### src/hw/rtl/reed_solomon_systematic_encoder_top_defines.svh
// ----------------------------------------------------------------------------
// Reed-Solomon encoder assertion macros
// Shared concurrent assertion forms, clocked on i_clk, gated by i_rst_n.
// ----------------------------------------------------------------------------
`ifndef REED_SOLOMON_SYSTEMATIC_ENCODER_TOP_DEFINES_SVH
`define REED_SOLOMON_SYSTEMATIC_ENCODER_TOP_DEFINES_SVH

// same-cycle implication
`define RSE_ASSERT_NOW(label, ante, cons, msg) \
    label: assert property (@(posedge i_clk) disable iff (!i_rst_n) (ante) |-> (cons)) \
        else $error(msg);

// next-cycle implication
`define RSE_ASSERT_NEXT(label, ante, cons, msg) \
    label: assert property (@(posedge i_clk) disable iff (!i_rst_n) (ante) |=> (cons)) \
        else $error(msg);

`endif

### src/hw/rtl/rse_pkg.sv
// ----------------------------------------------------------------------------
// Reed-Solomon encoder package
// Field constants, payload types and GF(256) arithmetic shared by the encoder.
// ----------------------------------------------------------------------------
package rse_pkg;

    localparam int MAX_PARITY = 32;
    localparam int CFG_W = 6;
    localparam int FIELD_MAX = 255;
    localparam logic [8:0] FIELD_POLY = 9'h11D;
    localparam logic [CFG_W-1:0] RESET_PARITY = CFG_W'(10);
    localparam int FIFO_DEPTH = 4;
    localparam int FIFO_AW = $clog2(FIFO_DEPTH);

    typedef logic [7:0] t_byte;
    typedef t_byte [MAX_PARITY-1:0] t_coeffs;

    typedef struct packed {
        logic [7:0] data_byte;
        logic       is_last;
    } t_in_item;

    typedef struct packed {
        logic [7:0] out_byte;
        logic       is_parity;
        logic       last_of_block;
        logic       too_long;
    } t_out_item;

    typedef struct packed {
        logic [7:0] out_byte;
        logic       too_long;
        logic       is_last;
    } t_msg_entry;

    typedef struct packed {
        logic             load;
        logic [CFG_W-1:0] count;
        logic             too_long;
    } t_par_load;

    function automatic t_byte gf_times2(input t_byte v);
        logic [8:0] t;
        t = {v, 1'b0};
        if (t[8]) begin
            t = t ^ FIELD_POLY;
        end
        return t[7:0];
    endfunction

    function automatic t_byte gf_mul(input t_byte a, input t_byte b);
        t_byte acc;
        t_byte x;
        acc = '0;
        x = a;
        for (int i = 0; i < 8; i++) begin
            if (b[i]) begin
                acc = acc ^ x;
            end
            x = gf_times2(x);
        end
        return acc;
    endfunction

endpackage

### src/hw/rtl/rse_fifo.sv
// ----------------------------------------------------------------------------
// Reed-Solomon encoder message queue
// Short queue of passed-through message bytes between front and back end.
// ----------------------------------------------------------------------------
module rse_fifo (
    input  logic                 i_clk,
    input  logic                 i_rst_n,
    input  logic                 i_push,
    input  rse_pkg::t_msg_entry  i_entry,
    input  logic                 i_pop,
    output logic                 o_full,
    output logic                 o_empty,
    output rse_pkg::t_msg_entry  o_head
);

    rse_pkg::t_msg_entry         r_mem [rse_pkg::FIFO_DEPTH];
    logic [rse_pkg::FIFO_AW-1:0] r_wr;
    logic [rse_pkg::FIFO_AW-1:0] r_rd;
    logic [rse_pkg::FIFO_AW:0]   r_count;

    always_ff @(posedge i_clk) begin
        if (i_push) begin
            r_mem[r_wr] <= i_entry;
        end
    end

    always_ff @(posedge i_clk) begin
        if (!i_rst_n) begin
            r_wr    <= '0;
            r_rd    <= '0;
            r_count <= '0;
        end else begin
            if (i_push) begin
                r_wr <= r_wr + 1'b1;
            end
            if (i_pop) begin
                r_rd <= r_rd + 1'b1;
            end
            if (i_push && !i_pop) begin
                r_count <= r_count + 1'b1;
            end else if (!i_push && i_pop) begin
                r_count <= r_count - 1'b1;
            end
        end
    end

    assign o_full  = (r_count == (rse_pkg::FIFO_AW+1)'(rse_pkg::FIFO_DEPTH));
    assign o_empty = (r_count == '0);
    assign o_head  = r_mem[r_rd];

endmodule

### config.mk
export PLATFORM = sky130hd
export DESIGN_NAME = rse_fifo
export DESIGN_NICKNAME = d
export VERILOG_FILES = /design/src/hw/rtl/reed_solomon_systematic_encoder_top_defines.svh /design/src/hw/rtl/rse_pkg.sv /design/src/hw/rtl/rse_fifo.sv
export SDC_FILE = /design/constraint.sdc
export NUM_CORES = 1
export LEC_CHECK = 0
export BUFFER_PORTS_ARGS = -buffer_cell sky130_fd_sc_hd__buf_2
export CORE_MARGIN = 10
export CORE_UTILIZATION = 40
export DETAILED_ROUTE_END_ITERATION = 8
export PLACE_DENSITY = 0.68
export SETUP_SLACK_MARGIN = 0.4
export SLEW_MARGIN = 20
export SYNTH_ARGS = -nofsm -noshare
export SYNTH_HDL_FRONTEND = slang
export SYNTH_SLANG_ARGS = --single-unit
### constraint.sdc
create_clock -name i_clk -period 2.1 [get_ports i_clk]
set_clock_uncertainty 0.05 [all_clocks]
set_input_delay 0.105 -clock i_clk [delete_from_list [all_inputs] [get_ports i_clk]]
set_output_delay 0.105 -clock i_clk [all_outputs]
set_load 0.02 [all_outputs]
==> results.toml <==
[global_routing]
grt_max_degree = 16
grt.overflow.total = 0
antenna_found_initial = 0
grt_pass1_vias = 1072
grt.total_usage = 0.09028
grt_pass1_wl_um = 5209

[yosys]
yosysSeqAreaShare = 0.7316
ys_ff_latch = 49
yosys_warnings = 0
synth_area_leaders = "edfxtp_1, mux4_2, dfxtp_1, ha_1, and2_1"
syn_nets = 115
synth_area_leader_cell = "edfxtp_1"
synthCells = 95
ys_types = 19
synth.avg_cell_area_sq_um = 19.87
synth_top_area_share = 0.6362
syn_area_sq_um = 1888

[finish]
final_nets = 158
diodes = 0
final_cell_count_no_fill = 191
drive_gt1_frac = 0.3453
fin_area_sq_um = 2323
syn_to_final_growth_pct = 23.06

[pwr]
swShare = 0.2322
powerDensity_nw_per_um2 = 893.7
power.total_w = 0.002076
clock_power_share = 0.306
comb_power_share = 0.143
intPower_w = 0.001594
vdd.ir_drop.worst_uv = 434.4
p_sw_w = 0.0004822
leakage_nw = 0.8442
seq_power_share = 0.551

[worst_hold_path]
worstHoldStart = "i_rst_n"
worst_hold_path_type = "primary input to flop"
hold_end = "r_wr[0]"
hold_depth = 2

[detailed_routing]
dr_total_vias = 950
post_drt_via_cell_ratio = 4.974
wl_per_cell_um = 16.65
drc = 0
ant_nets = 0
dr.pass1.iters = 4
drt_iter0_drc = 62
wl_um = 3181

[clock_tree]
cts_buffers = 5
insertion_delay_ns = 0.30
clk_pin_slew_worst_paths_ns = 0.08
cts_tree = "done"
clock_sinks = 49
root_buffer = "clkbuf_8"
cts_max_level = 2
clockBufferDepth = 2

[critical_path]
start_kind = "flop"
cp_max_fo = 7
timing.rr.start = "r_count[0]"
required_ns = 1.95
critPathKind = "flop to output port"
rrSetupSlack_ns = 0.54
arrival_ns = 1.48
reg2reg_depth = 4
crit_path_end_kind = "output port"
r2r_end = "r_count[2]"

[placed_design]
dpl.cell_count = 171
placed_cell_area_sq_um = 2069
io_buffers = 25
gp_congestion = 0.6503

[floorplanning]
ios = 26
die_h_um = 88.71
dieArea_sq_um = 7869
core_sq_um = 4474
placement_rows = 24
die_w_um = 88.71
initial_core_util = 0.4220

[sta]
period_needed_ns = 1.636
hold_viol = 0
setup_viol = 0
tns_ns = 0
period_share = 0.7790
rsz0062_at_grt = "no"
fin_hold_ws_ns = 0.05401
fmax_ghz = 0.6113
relSlewSlack = 0.6352
slew_violations = 0
worstMarginPinSlew_ns = 0.5472

[run]
cap_violations = 0

[status]
outcome = "finished, final reports clean"
==> per-stage QoR <==
| stage | util | setup slack, ns |
|---|---|---|
| 6_report | 0.5193 | 0.4641 |
| 5_1_grt | 0.5193 | 0.4015 |
| 4_1_cts | 0.5168 | 0.4279 |
| 3_5_place_dp | 0.4625 | 0.4541 |
| 3_3_place_gp | 0.4625 | 0.5354 |
| 2_1_floorplan | - | 0.6379 |
==> repair_timing <==
| item | CTS | global route |
|---|---|---|
| gates cloned | 0 | 0 |
| hold buffers | 10 | 0 |
| setup endpoints to repair | 10 | 5 |
| gates resized for setup | 5 | 3 |
| buffers inserted | 2 | 0 |
| hold endpoints to repair | 40 | 0 |
==> critical path, cell delays in order (launching register included) <==
cell	delay [ns]
dfxtp_4	0.37
buf_12	0.13
mux4_2	0.52
buf_6	0.15
==> cells by family (layout without fill, tap and decap cells) <==
logic type | after synthesis | after routing | synth area share
flops | 49 | 49 | 0.7316
simple gates | 15 | 15 | 0.04837
mux | 12 | 12 | 0.1299
fa+ha+maj | 6 | 6 | 0.04374
buf+inv | 6 | 50 | 0.01656
xor+xnor | 5 | 5 | 0.02320
compound gates | 2 | 2 | 0.006626
==> power by group through the flow <==
stage,combinational [W],clock (W),sequential [W]
after floorplan,0.000192,0,0.00115
after global placement,0.000261,0,0.00116
after detailed placement,0.000272,0,0.00117
after CTS,0.000298,0.000660,0.00115
after global routing,0.000327,0.000705,0.00115
final,0.000297,0.000636,0.00114
==> how the worst max path moves through the flow <==
stage,cells past startpoint,to,start,slack [ns]
after floorplan,4,r_count[2],r_count[0],0.64
after global placement,8,r_count[2],i_pop,0.54
after detailed placement,7,r_count[2],i_push,0.45
after CTS,3,o_head[8],flop,0.43
after global routing,3,o_head[5],flop,0.40
final,3,o_head[8],flop,0.46
==> flip-flops by register name, indices dropped and copies added (netlist names), named ones only <==
register	count
r_count	3
r_wr	2
r_rd	2
r_mem	40
==> layout make-up <==
type | count | area (sq um)
Clock buffer | 7 | 107.6
Multi-Input combinational cell | 40 | 475.5
Tap cell | 52 | 65.06
Inverter | 4 | 15.01
Fill cell | 373 | 2151
Clock inverter | 1 | 7.507
Timing Repair Buffer | 38 | 266.5
Sequential cell | 49 | 1386
==> cell usage after synthesis <==
| master | count |
|---|---|
| edfxtp_1 | 40 |
| mux4_2 | 10 |
| and2_1 | 9 |
| dfxtp_1 | 9 |
| ha_1 | 5 |
| inv_1 | 4 |
| xor2_1 | 3 |
| mux2i_1 | 2 |
| nor2b_1 | 2 |
| xnor2_1 | 2 |
| a21boi_1 | 1 |
| buf_6 | 1 |
| clkbuf_2 | 1 |
| fa_1 | 1 |
| nand2_1 | 1 |
| nor3_1 | 1 |
| nor3b_1 | 1 |
| o21ai_0 | 1 |
| or3_1 | 1 |
==> metal layers <==
layer	vias up	track usage	wire [um]
li1	447	-	-
met1	473	0.1034	1410
met2	24	0.1463	1545
met3	6	0.04136	185
met4	0	0.03084	40
met5	-	0	0
==> layout by cell type, fill, tap and decap left out <==
master	count
edfxtp_1	40
and2_1	9
clkinvlp_4	1
ha_1	5
dfxtp_4	1
a21boi_1	1
buf_4	2
mux2i_1	2
mux4_2	10
nand2_1	1
o21ai_0	1
nor3_1	1
xor2_1	3
xnor2_1	2
dfxtp_2	1
buf_6	1
dlygate4sd3_1	10
or3_1	1
dfxtp_1	7
buf_2	24
fa_1	1
nor3b_1	1
clkbuf_16	1
buf_12	1
inv_1	4
clkbuf_8	6
nor2b_1	2
(Power assumes the default switching activity.)
