<file path="src/hw/rtl/reed_solomon_systematic_encoder_top_defines.svh">
// ----------------------------------------------------------------------------
// Reed-Solomon encoder assertion macros
// Shared concurrent assertion forms, clocked on i_clk, gated by i_rst_n.
// ----------------------------------------------------------------------------
`ifndef REED_SOLOMON_SYSTEMATIC_ENCODER_TOP_DEFINES_SVH
`define REED_SOLOMON_SYSTEMATIC_ENCODER_TOP_DEFINES_SVH

// same-cycle implication
`define RSE_ASSERT_NOW(label, ante, cons, msg) \
    label: assert property (@(posedge i_clk) disable iff (!i_rst_n) (ante) |-> (cons)) \
        else $error(msg);

// next-cycle implication
`define RSE_ASSERT_NEXT(label, ante, cons, msg) \
    label: assert property (@(posedge i_clk) disable iff (!i_rst_n) (ante) |=> (cons)) \
        else $error(msg);

`endif

</file>
<file path="src/hw/rtl/rse_pkg.sv">
// ----------------------------------------------------------------------------
// Reed-Solomon encoder package
// Field constants, payload types and GF(256) arithmetic shared by the encoder.
// ----------------------------------------------------------------------------
package rse_pkg;

    localparam int MAX_PARITY = 32;
    localparam int CFG_W = 6;
    localparam int FIELD_MAX = 255;
    localparam logic [8:0] FIELD_POLY = 9'h11D;
    localparam logic [CFG_W-1:0] RESET_PARITY = CFG_W'(10);
    localparam int FIFO_DEPTH = 4;
    localparam int FIFO_AW = $clog2(FIFO_DEPTH);

    typedef logic [7:0] t_byte;
    typedef t_byte [MAX_PARITY-1:0] t_coeffs;

    typedef struct packed {
        logic [7:0] data_byte;
        logic       is_last;
    } t_in_item;

    typedef struct packed {
        logic [7:0] out_byte;
        logic       is_parity;
        logic       last_of_block;
        logic       too_long;
    } t_out_item;

    typedef struct packed {
        logic [7:0] out_byte;
        logic       too_long;
        logic       is_last;
    } t_msg_entry;

    typedef struct packed {
        logic             load;
        logic [CFG_W-1:0] count;
        logic             too_long;
    } t_par_load;

    function automatic t_byte gf_times2(input t_byte v);
        logic [8:0] t;
        t = {v, 1'b0};
        if (t[8]) begin
            t = t ^ FIELD_POLY;
        end
        return t[7:0];
    endfunction

    function automatic t_byte gf_mul(input t_byte a, input t_byte b);
        t_byte acc;
        t_byte x;
        acc = '0;
        x = a;
        for (int i = 0; i < 8; i++) begin
            if (b[i]) begin
                acc = acc ^ x;
            end
            x = gf_times2(x);
        end
        return acc;
    endfunction

endpackage

</file>
<file path="src/hw/rtl/rse_back.sv">
// ----------------------------------------------------------------------------
// Reed-Solomon encoder back end
// Delivers queued message bytes, then unloads the parity snapshot after the last.
// ----------------------------------------------------------------------------
`include "reed_solomon_systematic_encoder_top_defines.svh"

module rse_back (
    input  logic                      i_clk,
    input  logic                      i_rst_n,
    input  rse_pkg::t_msg_entry       i_head,
    input  logic                      i_fifo_empty,
    output logic                      o_fifo_pop,
    input  rse_pkg::t_par_load        i_load,
    input  rse_pkg::t_coeffs          i_bytes,
    input  logic                      i_pop,
    output logic                      o_empty,
    output rse_pkg::t_out_item        o_item,
    output logic                      o_snap_busy
);

    rse_pkg::t_coeffs            r_snap;
    logic [rse_pkg::CFG_W-1:0]   r_snap_cnt;
    logic                        r_snap_tl;
    logic                        r_snap_busy;
    logic                        r_par_active;
    logic [rse_pkg::CFG_W-1:0]   r_par_left;
    logic                        par_pop;

    assign o_fifo_pop = i_pop & !r_par_active & !i_fifo_empty;
    assign par_pop    = i_pop & r_par_active;
    assign o_empty    = !r_par_active & i_fifo_empty;

    always_comb begin
        if (r_par_active) begin
            o_item.out_byte      = r_snap[0];
            o_item.is_parity     = 1'b1;
            o_item.last_of_block = (r_par_left == rse_pkg::CFG_W'(1));
            o_item.too_long      = r_snap_tl;
        end else begin
            o_item.out_byte      = i_head.out_byte;
            o_item.is_parity     = 1'b0;
            o_item.last_of_block = 1'b0;
            o_item.too_long      = i_head.too_long;
        end
    end

    always_ff @(posedge i_clk) begin
        if (i_load.load) begin
            r_snap     <= i_bytes;
            r_snap_cnt <= i_load.count;
            r_snap_tl  <= i_load.too_long;
        end else if (par_pop) begin
            r_snap <= r_snap >> 8;
        end
    end

    always_ff @(posedge i_clk) begin
        if (!i_rst_n) begin
            r_snap_busy  <= 1'b0;
            r_par_active <= 1'b0;
            r_par_left   <= '0;
        end else begin
            if (i_load.load) begin
                r_snap_busy <= 1'b1;
            end
            if (o_fifo_pop && i_head.is_last) begin
                r_par_active <= 1'b1;
                r_par_left   <= r_snap_cnt;
            end
            if (par_pop) begin
                r_par_left <= r_par_left - 1'b1;
                if (r_par_left == rse_pkg::CFG_W'(1)) begin
                    r_par_active <= 1'b0;
                    r_snap_busy  <= 1'b0;
                end
            end
        end
    end

    assign o_snap_busy = r_snap_busy;

    `RSE_ASSERT_NOW(a_load_when_free, i_load.load, !r_snap_busy, "parity snapshot overwritten")
    `RSE_ASSERT_NOW(a_active_has_snap, r_par_active, r_snap_busy && r_par_left != '0, "parity unload without snapshot")
    `RSE_ASSERT_NEXT(a_final_parity_ends, par_pop && r_par_left == rse_pkg::CFG_W'(1), !r_par_active && !r_snap_busy, "parity unload did not end")

endmodule

</file>
<file path="config.mk">
export PLATFORM = sky130hd
export DESIGN_NAME = rse_back
export DESIGN_NICKNAME = d
export VERILOG_FILES = /design/src/hw/rtl/rse_pkg.sv /design/src/hw/rtl/rse_back.sv
export VERILOG_INCLUDE_DIRS = /design/src /design/src/hw/rtl
export SDC_FILE = /design/constraint.sdc
export NUM_CORES = 1
export LEC_CHECK = 0
export ABC_AREA = 0
export BUFFER_PORTS_ARGS = -buffer_cell sky130_fd_sc_hd__buf_2
export CORE_ASPECT_RATIO = 0.7
export CORE_MARGIN = 2
export CORE_UTILIZATION = 35
export CTS_BUF_LIST = sky130_fd_sc_hd__clkbuf_2 sky130_fd_sc_hd__clkbuf_4 sky130_fd_sc_hd__clkbuf_8
export DETAILED_ROUTE_END_ITERATION = 12
export SLEW_MARGIN = 20
export SYNTH_ARGS = -nofsm -noshare
export SYNTH_HDL_FRONTEND = slang
export SYNTH_SLANG_ARGS = --single-unit
</file>
<file path="constraint.sdc">
create_clock -name i_clk -period 11.1 [get_ports i_clk]
set_clock_uncertainty 0.15 [all_clocks]
set_input_delay 2.22 -clock i_clk [delete_from_list [all_inputs] [get_ports i_clk]]
set_output_delay 2.22 -clock i_clk [all_outputs]
set_load 0.05 [all_outputs]
</file>
==> impl_metrics.csv <==
group,metric,value,unit
finish,syn_to_final_growth,23.5,%
die,die_x,221,microns
clock_tree,cts_root_buf,"clkbuf_8",
drt,dr.pass1.iters,4,
critical_path,crit_type,"input pin to output port",
finish,drive_gt1_share,65.3,%
critical_path,crit_fanout,9,
die,initial_utilization,35.6,%
die,die_h,156,microns
yosys,yosys-top-cells-area,"edfxtp_1 (68%), mux2_2 (25%), buf_4 (1.4%), dfxtp_1 (1.4%), and2_1 (0.49%)",
finish,fillers,2973,
finish,multi_input_area,3280,sq um
placement,gp_congestion,0.787,
yosys,synthSimpleGateAreaFrac,2.04,%
pwr,totalPowerFinal,2.34,mW
critical_path,critPathLaunchType,"input pin",
placement,dp_cells,1309,
global_route,antenna_found_initial,11,
die,die_area,34500,sq um
placement,hpwl,15.8,mm
yosys,synth_cells,619,
clock_tree,cts_hold_buf,0,
global_route,overflow,0,
critical_path,end_kind,"output port",
clock_tree,clock_latency,0.56,ns
finish,nets,1209,
clock_tree,cts_buffers,45,
job,cap_viol_max_count,0,
pwr,ir_drop,0.0865,mV
placement,io_buffers,291,
global_route,grt_pass1_wl,36.4,mm
worst_hold_path,min_path_type,"flip-flop to flip-flop",
finish,layout.cells.non_filler,1394,
die,io_pins,292,
yosys,synth_top_area_share,68.3,%
timing,grt_setup_unrepaired,"false",
clock_tree,cts_setup_buffers,0,
global_route,groute.usage.overall,13.5,%
drt,drtIter0Drc,365,
yosys,synth_seq_cells,271,
yosys,synthXorXnorAreaFrac,0.0758,%
yosys,syn_area_per_cell,18.7,sq um
timing,setup_ws,5.77,ns
yosys,synth.net_count,899,
yosys,synth_compound_area_share,0.845,%
timing,worst_pin_slew,1.07,ns
yosys,netlist_area,11600,sq um
pwr,p_per_area,164,nW/um^2
critical_path,cp.arrival,2.96,ns
die,rows,55,
pwr,p_leak,5.44,nW
drt,drt_wl_total,24.0,mm
clock_tree,clk_pin_slew_worst_paths,0.06,ns
drt,vias,6364,
yosys,synth-adder-area-share,0.217,%
yosys,synth_seq_area_share,69.7,%
critical_path,cp.required,8.73,ns
yosys,synth_top_area_cell,"edfxtp_1",
yosys,synth-edff-count,263,
timing,fin_crit_sh,48.0,%
yosys,ys_warn_count,0,
yosys,ys.flop_type,"edfxtp_1",
global_route,grt_pass1_vias,6586,
timing,hold_slack,0.330,ns
worst_hold_path,hold_path.startpoint,"o_snap_busy",
drt,ant_nets,0,
clock_tree,tritoncts,"done",
drt,viasPerCell,4.57,
yosys,synthMuxAreaShare,25.1,%
timing,post-route-min-period,5.33,ns
drt,routedWlPerCell,17.2,microns
die,core,32400,sq um
global_route,grt_max_degree,107,
timing,max_slew_margin,28.5,%
clock_tree,cts-htree-levels,2,
clock_tree,cts_sinks,271,
clock_tree,ctsResizeCount,0,
outcome,status,"finished, final reports clean",
timing,clock.fmax,0.188,GHz
finish,regArea,8060,sq um
yosys,async_reset_ff_share,0,%
drt,drc,0,
timing,setup_viol,0,
clock_tree,cts_buffer_depth,3,
timing,finalHoldViolations,0,
timing,fin_tns_setup,0,ns
placement,pre_cts_slack,5.54,ns
yosys,yosysUniqueCellTypes,33,
critical_path,worstReg2RegStart,"r_par_active",
yosys,synth_top_family_by_area,"multiplexers",
timing,drv_slew,0,
critical_path,startpoint,"i_pop",
## per-stage QoR
step           util (%)  cell area (sq um)
6_report           44.0              14300
5_1_grt            44.0              14300
4_1_cts            44.0              14300
3_5_place_dp       41.3              13400
3_3_place_gp       41.3              13400
2_1_floorplan         -              11600
## power breakdown
part	internal, mW	switching [mW]
Sequential	1.23	0.0247
Combinational	0.120	0.0950
Clock	0.477	0.394
## cell type report
| cell class | count | share of cell area, % |
|---|---|---|
| tap | 427 | 3.74 |
| sequential | 271 | 56.5 |
| multi-input combinational | 313 | 23.0 |
| clock inverter | 13 | 0.587 |
| clock buffer | 66 | 5.53 |
| antenna | 6 | 0.105 |
| timing repair buffer | 296 | 10.6 |
| inverter | 2 | 0.0526 |
## layer usage
metal	part of all wire [%]	GRT usage, %	vias to the layer above
li1	-	-	3063
met1	46	18.0	3062
met2	45	20.0	179
met3	7.4	5.35	50
met4	1.9	4.44	10
met5	0.27	0	-
## worst paths after layout
check,slack [ns],cells past startpoint,end
setup / recovery,5.77,3,o_fifo_pop
hold / removal,0.33,2,o_snap_busy
setup reg to reg,7.75,3,r_snap[144]
hold reg to reg,0.33,2,o_snap_busy
## cells in the final DEF, fill, tap and decap left out, drive strengths merged
cell	instances
a21boi	2
a21oi	2
a222oi	1
a311oi	1
a31oi	2
and2	9
and3	1
and4bb	1
buf	296
bufinv	1
clkbuf	66
clkinv	10
clkinvlp	2
dfxtp	8
diode	6
edfxtp	263
ha	2
inv	2
mux2	257
mux2i	1
nand2	7
nand2b	1
nand3	3
nand4bb	1
nor2	5
nor2b	4
nor3	1
nor3b	1
nor4	2
nor4b	1
o211ai	2
o21ai	4
or3	1
xnor2	1
## sequential cells by signal (all words and copies together) (netlist names)
name / flops
r_par_active: 1
r_par_left: 6
o_snap_busy: 1
r_snap: 256
r_snap_cnt: 6
r_snap_tl: 1
## cells by family after synthesis
group                      count (synthesis)
muxes                                    258
and+or+nand+nor                           38
DFF                                      271
AOI/OAI and AO/OA                         14
xor gates and xnor gates                   1
adders and majority gates                  2
buffers and inverters                     35
## synth_stat cells (all sizes together) (2+ instances only)
library cell	count
and2	9
o21ai	4
nor4	2
nor2b	4
ha	2
nand3	3
mux2	257
o211ai	2
nor2	5
dfxtp	8
clkbuf	2
nand2	7
buf	31
a31oi	2
a21oi	2
edfxtp	263
a21boi	2
inv	2
## worst max-delay path: stages
cell	delay [ns]
buf_2	0.17
nor3b_1	0.26
buf_2	0.31
Note: power is estimated with default switching activity, not from simulation.
