==> config.mk <==
export PLATFORM = sky130hd
export DESIGN_NAME = rse_gen
export DESIGN_NICKNAME = d
export VERILOG_FILES = /design/src/hw/rtl/reed_solomon_systematic_encoder_top_defines.svh /design/src/hw/rtl/rse_pkg.sv /design/src/hw/rtl/rse_gen.sv
export SDC_FILE = /design/constraint.sdc
export NUM_CORES = 2
export LEC_CHECK = 0
export BUFFER_PORTS_ARGS = -buffer_cell sky130_fd_sc_hd__buf_2
export CAP_MARGIN = 10
export CORE_MARGIN = 1
export CORE_UTILIZATION = 62
export DETAILED_ROUTE_END_ITERATION = 8
export PLACE_DENSITY = 0.78
export SYNTH_ARGS = -nofsm -noshare
export SYNTH_HDL_FRONTEND = slang
export SYNTH_SLANG_ARGS = --single-unit
export TNS_END_PERCENT = 100
==> constraint.sdc <==
create_clock -name i_clk -period 3.37 [get_ports i_clk]
set_input_delay 0.337 -clock i_clk [delete_from_list [all_inputs] [get_ports i_clk]]
set_output_delay 0.337 -clock i_clk [all_outputs]
set_load 0.05 [all_outputs]
==> src/hw/rtl/reed_solomon_systematic_encoder_top_defines.svh <==
// ----------------------------------------------------------------------------
// Reed-Solomon encoder assertion macros
// Shared concurrent assertion forms, clocked on i_clk, gated by i_rst_n.
// ----------------------------------------------------------------------------
`ifndef REED_SOLOMON_SYSTEMATIC_ENCODER_TOP_DEFINES_SVH
`define REED_SOLOMON_SYSTEMATIC_ENCODER_TOP_DEFINES_SVH

// same-cycle implication
`define RSE_ASSERT_NOW(label, ante, cons, msg) \
    label: assert property (@(posedge i_clk) disable iff (!i_rst_n) (ante) |-> (cons)) \
        else $error(msg);

// next-cycle implication
`define RSE_ASSERT_NEXT(label, ante, cons, msg) \
    label: assert property (@(posedge i_clk) disable iff (!i_rst_n) (ante) |=> (cons)) \
        else $error(msg);

`endif

==> src/hw/rtl/rse_pkg.sv <==
// ----------------------------------------------------------------------------
// Reed-Solomon encoder package
// Field constants, payload types and GF(256) arithmetic shared by the encoder.
// ----------------------------------------------------------------------------
package rse_pkg;

    localparam int MAX_PARITY = 32;
    localparam int CFG_W = 6;
    localparam int FIELD_MAX = 255;
    localparam logic [8:0] FIELD_POLY = 9'h11D;
    localparam logic [CFG_W-1:0] RESET_PARITY = CFG_W'(10);
    localparam int FIFO_DEPTH = 4;
    localparam int FIFO_AW = $clog2(FIFO_DEPTH);

    typedef logic [7:0] t_byte;
    typedef t_byte [MAX_PARITY-1:0] t_coeffs;

    typedef struct packed {
        logic [7:0] data_byte;
        logic       is_last;
    } t_in_item;

    typedef struct packed {
        logic [7:0] out_byte;
        logic       is_parity;
        logic       last_of_block;
        logic       too_long;
    } t_out_item;

    typedef struct packed {
        logic [7:0] out_byte;
        logic       too_long;
        logic       is_last;
    } t_msg_entry;

    typedef struct packed {
        logic             load;
        logic [CFG_W-1:0] count;
        logic             too_long;
    } t_par_load;

    function automatic t_byte gf_times2(input t_byte v);
        logic [8:0] t;
        t = {v, 1'b0};
        if (t[8]) begin
            t = t ^ FIELD_POLY;
        end
        return t[7:0];
    endfunction

    function automatic t_byte gf_mul(input t_byte a, input t_byte b);
        t_byte acc;
        t_byte x;
        acc = '0;
        x = a;
        for (int i = 0; i < 8; i++) begin
            if (b[i]) begin
                acc = acc ^ x;
            end
            x = gf_times2(x);
        end
        return acc;
    endfunction

endpackage

==> src/hw/rtl/rse_gen.sv <==
// ----------------------------------------------------------------------------
// Reed-Solomon generator builder
// Holds the parity count and rebuilds g(x) one root per cycle after reset or a write.
// ----------------------------------------------------------------------------
module rse_gen (
    input  logic                         i_clk,
    input  logic                         i_rst_n,
    input  logic                         i_cfg_write,
    input  logic [rse_pkg::CFG_W-1:0]    i_cfg_data,
    output logic                         o_busy,
    output logic [rse_pkg::CFG_W-1:0]    o_parity,
    output rse_pkg::t_coeffs             o_coeffs
);

    rse_pkg::t_byte [rse_pkg::MAX_PARITY:0] r_poly;
    rse_pkg::t_byte                         r_root;
    logic [rse_pkg::CFG_W-1:0]              r_iter;
    logic [rse_pkg::CFG_W-1:0]              r_parity;
    logic                                   r_busy;
    logic [rse_pkg::CFG_W-1:0]              n_parity;

    always_comb begin
        n_parity = i_cfg_data;
        if (i_cfg_data == '0) begin
            n_parity = rse_pkg::CFG_W'(1);
        end else if (i_cfg_data > rse_pkg::CFG_W'(rse_pkg::MAX_PARITY)) begin
            n_parity = rse_pkg::CFG_W'(rse_pkg::MAX_PARITY);
        end
    end

    always_ff @(posedge i_clk) begin
        if (!i_rst_n) begin
            r_parity <= rse_pkg::RESET_PARITY;
            r_busy   <= 1'b1;
            r_iter   <= '0;
            r_root   <= 8'd1;
            r_poly   <= '0;
            r_poly[0] <= 8'd1;
        end else if (i_cfg_write) begin
            r_parity <= n_parity;
            r_busy   <= 1'b1;
            r_iter   <= '0;
            r_root   <= 8'd1;
            r_poly   <= '0;
            r_poly[0] <= 8'd1;
        end else if (r_busy) begin
            for (int j = 1; j <= rse_pkg::MAX_PARITY; j++) begin
                r_poly[j] <= r_poly[j] ^ rse_pkg::gf_mul(r_poly[j-1], r_root);
            end
            r_root <= rse_pkg::gf_times2(r_root);
            r_iter <= r_iter + 1'b1;
            if (r_iter + 1'b1 == r_parity) begin
                r_busy <= 1'b0;
            end
        end
    end

    assign o_busy   = r_busy;
    assign o_parity = r_parity;
    assign o_coeffs = r_poly[rse_pkg::MAX_PARITY:1];

endmodule

==> impl_metrics.json <==
{
  "clk_pin_slew_ps": 60,
  "rrSetupSlack_ps": 580,
  "synth_edf_count": 0,
  "clockBufferDepth": 3,
  "final-hold-violation-count": 0,
  "r2r-start": "o_coeffs[46]$_SDFFE_PP0P_",
  "hp-start": "i_cfg_data[5]",
  "yosys_warnings": 0,
  "port_buffers": 271,
  "end_kind": "flop",
  "antenna_cells": 0,
  "setup_violations": 0,
  "syn_area_per_cell_um2": 7.33,
  "cp_max_fo": 13,
  "powerDensity_mw_per_mm2": 169,
  "synth_ff_type": "dfxtp_1",
  "layout-drive-gt1-share": 0.107,
  "gp_congestion": 0.930,
  "grt_pass1_wl_mm": 233,
  "finalNetCount": 6435,
  "ctsResizeCount": 0,
  "ios": 272,
  "ys_ff_latch": 277,
  "cts_max_level": 2,
  "crit_type": "reg2reg",
  "die_w_um": 279,
  "antenna_found_initial": 2,
  "tightest_slew_ps": 967,
  "num_rows": 101,
  "worstHoldPathCells": 2,
  "rsz0062_at_grt": "no",
  "yosys.area.top_type": "xnor2_1",
  "synthArstFlopShare": 0,
  "wirelength_mm": 149,
  "yosys-top-cells-count": "1887 x nand2_1, 1461 x xnor2_1, 703 x xor2_1, 415 x nor2_1, 331 x buf_2",
  "dp_hpwl_mm": 95.6,
  "die_area_mm2": 0.0778,
  "hp-class": "in2reg",
  "vias": 43800,
  "final_area_mm2": 0.0511,
  "cp-start-kind": "flop",
  "grt_usage": 0.372,
  "drv_cap": 0,
  "fin_tns_setup_ps": 0,
  "min_delay_worst_endpoint": "o_parity[1]$_SDFFE_PN1P_",
  "viasPerCell": 5.85,
  "clkSinkCount": 277,
  "worstPathRequired_ps": 3850,
  "synth_most_common_cell": "nand2_1",
  "overflow": 0,
  "ys_seq_area_frac": 0.117,
  "power_w": 0.00862,
  "synth_top_cell_area_share": 0.269,
  "syn_to_final_growth_pct": 7.54,
  "netlist_area_mm2": 0.0475,
  "timing_max_transition_violations_final": 0,
  "cts_tree": "done",
  "yosys-top-cells-area": "xnor2_1 27%, nand2_1 15%, xor2_1 13%",
  "insertion_delay_ps": 600,
  "leakage_nw": 20.0,
  "outcome": "finished clean",
  "core-area_mm2": 0.0759,
  "start_util": 0.626,
  "wire_per_inst_um": 19.9,
  "crit_arrival_ps": 3270,
  "timing.fmax_mhz": 359,
  "placed_area_mm2": 0.0496,
  "drt_pre_antenna_iters": 6,
  "numCtsBuffers": 41,
  "ir_worst_vdd_mv": 0.287,
  "synth_cell_types": 72,
  "root_buffer": "clkbuf_16",
  "drtIter0Drc": 4494,
  "die_h_um": 279,
  "grt_pass1_vias": 42100,
  "finalCritPeriodShare": 0.828,
  "drc": 0,
  "timing.rr.end": "o_coeffs[55]$_SDFFE_PP0P_",
  "finalCriticalPeriod_ps": 2790,
  "postRouteAntennaNets": 0,
  "slew_headroom": 0.355,
  "syn_inst": 6484,
  "fillers": 6379,
  "grt_max_degree": 157,
  "syn_nets": 6495,
  "worst_r2r_path_depth": 8,
  "fin_worst_skew_ps": 22.5
}
per-layer routing:
metal  up-vias  global-route usage  routed length, µm
met1     20900               0.464              58200
met4         2               0.196               7860
li1      20100                   -                  -
met3       515              0.0801              15700
met2      2301               0.599              66900
met5         -                   0                 15
timing repair:
item / 4_1_cts / 5_1_grt
buffers inserted: 0 / 0
endpoints found under the hold margin: 2 / 0
setup endpoints to repair: 0 / 0
hold buffers: 3 / 0
where the power goes:
group | leakage [nW] | switching (W) | total (W) | internal, W
Combinational | 17.0 | 0.000432 | 0.000572 | 0.000140
Sequential | 2.24 | 0.0000339 | 0.00331 | 0.00328
Clock | 0.715 | 0.00187 | 0.00474 | 0.00287
cells by family after synthesis:
family                   after synthesis  synth area share
AO/OA/AOI/OAI                        570            0.0787
multiplexers                          62            0.0132
buffers and inverters                685            0.0653
AND/OR/NAND/NOR                     2456             0.201
adder cells (fa/ha/maj)                2          0.000526
flip-flops                           277             0.117
XOR/XNOR                            2432             0.525
state kept, by name (all words and copies together) (netlist names):
register  flops
o_coeffs    256
o_busy        1
r_iter        6
o_parity      6
r_root        8
critical path: stages, from the launching register on:
cell,delay (ps)
dfxtp_1,710
xor2_1,330
xnor2_1,590
nand2_1,150
xnor2_1,210
xnor2_1,170
xnor2_1,180
a21oi_1,100
a31o_2,240
through the flow:
step	hold slack (ps)	util	instances	worst slack [ps]
3_3_place_gp	493	0.654	7408	723
6_report	25.3	0.673	7487	581
5_1_grt	38.4	0.673	7487	335
4_1_cts	7.76	0.673	7487	618
2_1_floorplan	399	-	6484	638
3_5_place_dp	503	0.654	7408	645
placed cells by master, fill, tap and decap left out, drive strengths merged, types with 7 or more instances in the layout:
cell | Yosys | layout
nor3 | 11 | 11
xor2 | 723 | 723
inv | 50 | 51
a21o | 7 | 7
o21ai | 161 | 161
xor3 | 43 | 43
xnor3 | 204 | 204
a22o | 8 | 8
nand2b | 27 | 27
xnor2 | 1462 | 1462
and3 | 9 | 9
a221o | 11 | 11
a31o | 31 | 31
or4 | 8 | 8
nor2b | 34 | 34
mux2i | 58 | 58
a22oi | 78 | 78
buf | 433 | 527
clkinv | 2 | 12
nor2 | 415 | 415
clkbuf | 200 | 59
a211oi | 19 | 19
a221oi | 10 | 10
nand3 | 42 | 42
a21boi | 8 | 8
o22ai | 12 | 12
dfxtp | 277 | 277
nand2 | 1887 | 1887
o22a | 7 | 7
a21oi | 131 | 131
o211ai | 21 | 21
o221ai | 14 | 14
a2bb2oi | 12 | 12
cell type report:
| type | instances | area [µm²] | area share |
|---|---|---|---|
| Multi-Input combinational cell | 5522 | 38900 | 0.762 |
| Inverter | 52 | 196 | 0.00384 |
| Sequential cell | 277 | 5580 | 0.109 |
| Clock buffer | 59 | 1250 | 0.0244 |
| Clock inverter | 17 | 194 | 0.00379 |
| Timing Repair Buffer | 530 | 3680 | 0.0721 |
| Tap cell | 1030 | 1290 | 0.0252 |
how the worst max path moves through the flow:
stage / slack (ps) / to / from
after floorplan: 640 / o_coeffs[140]$_SDFFE_PP0P_ / o_coeffs[131]$_SDFFE_PP0P_
after global placement: 720 / o_coeffs[220]$_SDFFE_PP0P_ / o_coeffs[214]$_SDFFE_PP0P_
after detailed placement: 650 / o_coeffs[55]$_SDFFE_PP0P_ / o_coeffs[46]$_SDFFE_PP0P_
after CTS: 620 / o_coeffs[55]$_SDFFE_PP0P_ / o_coeffs[46]$_SDFFE_PP0P_
after global routing: 330 / o_coeffs[52]$_SDFFE_PP0P_ / o_coeffs[46]$_SDFFE_PP0P_
final: 580 / o_coeffs[55]$_SDFFE_PP0P_ / o_coeffs[46]$_SDFFE_PP0P_
No activity file was read; power rests on OpenSTA's default activity.
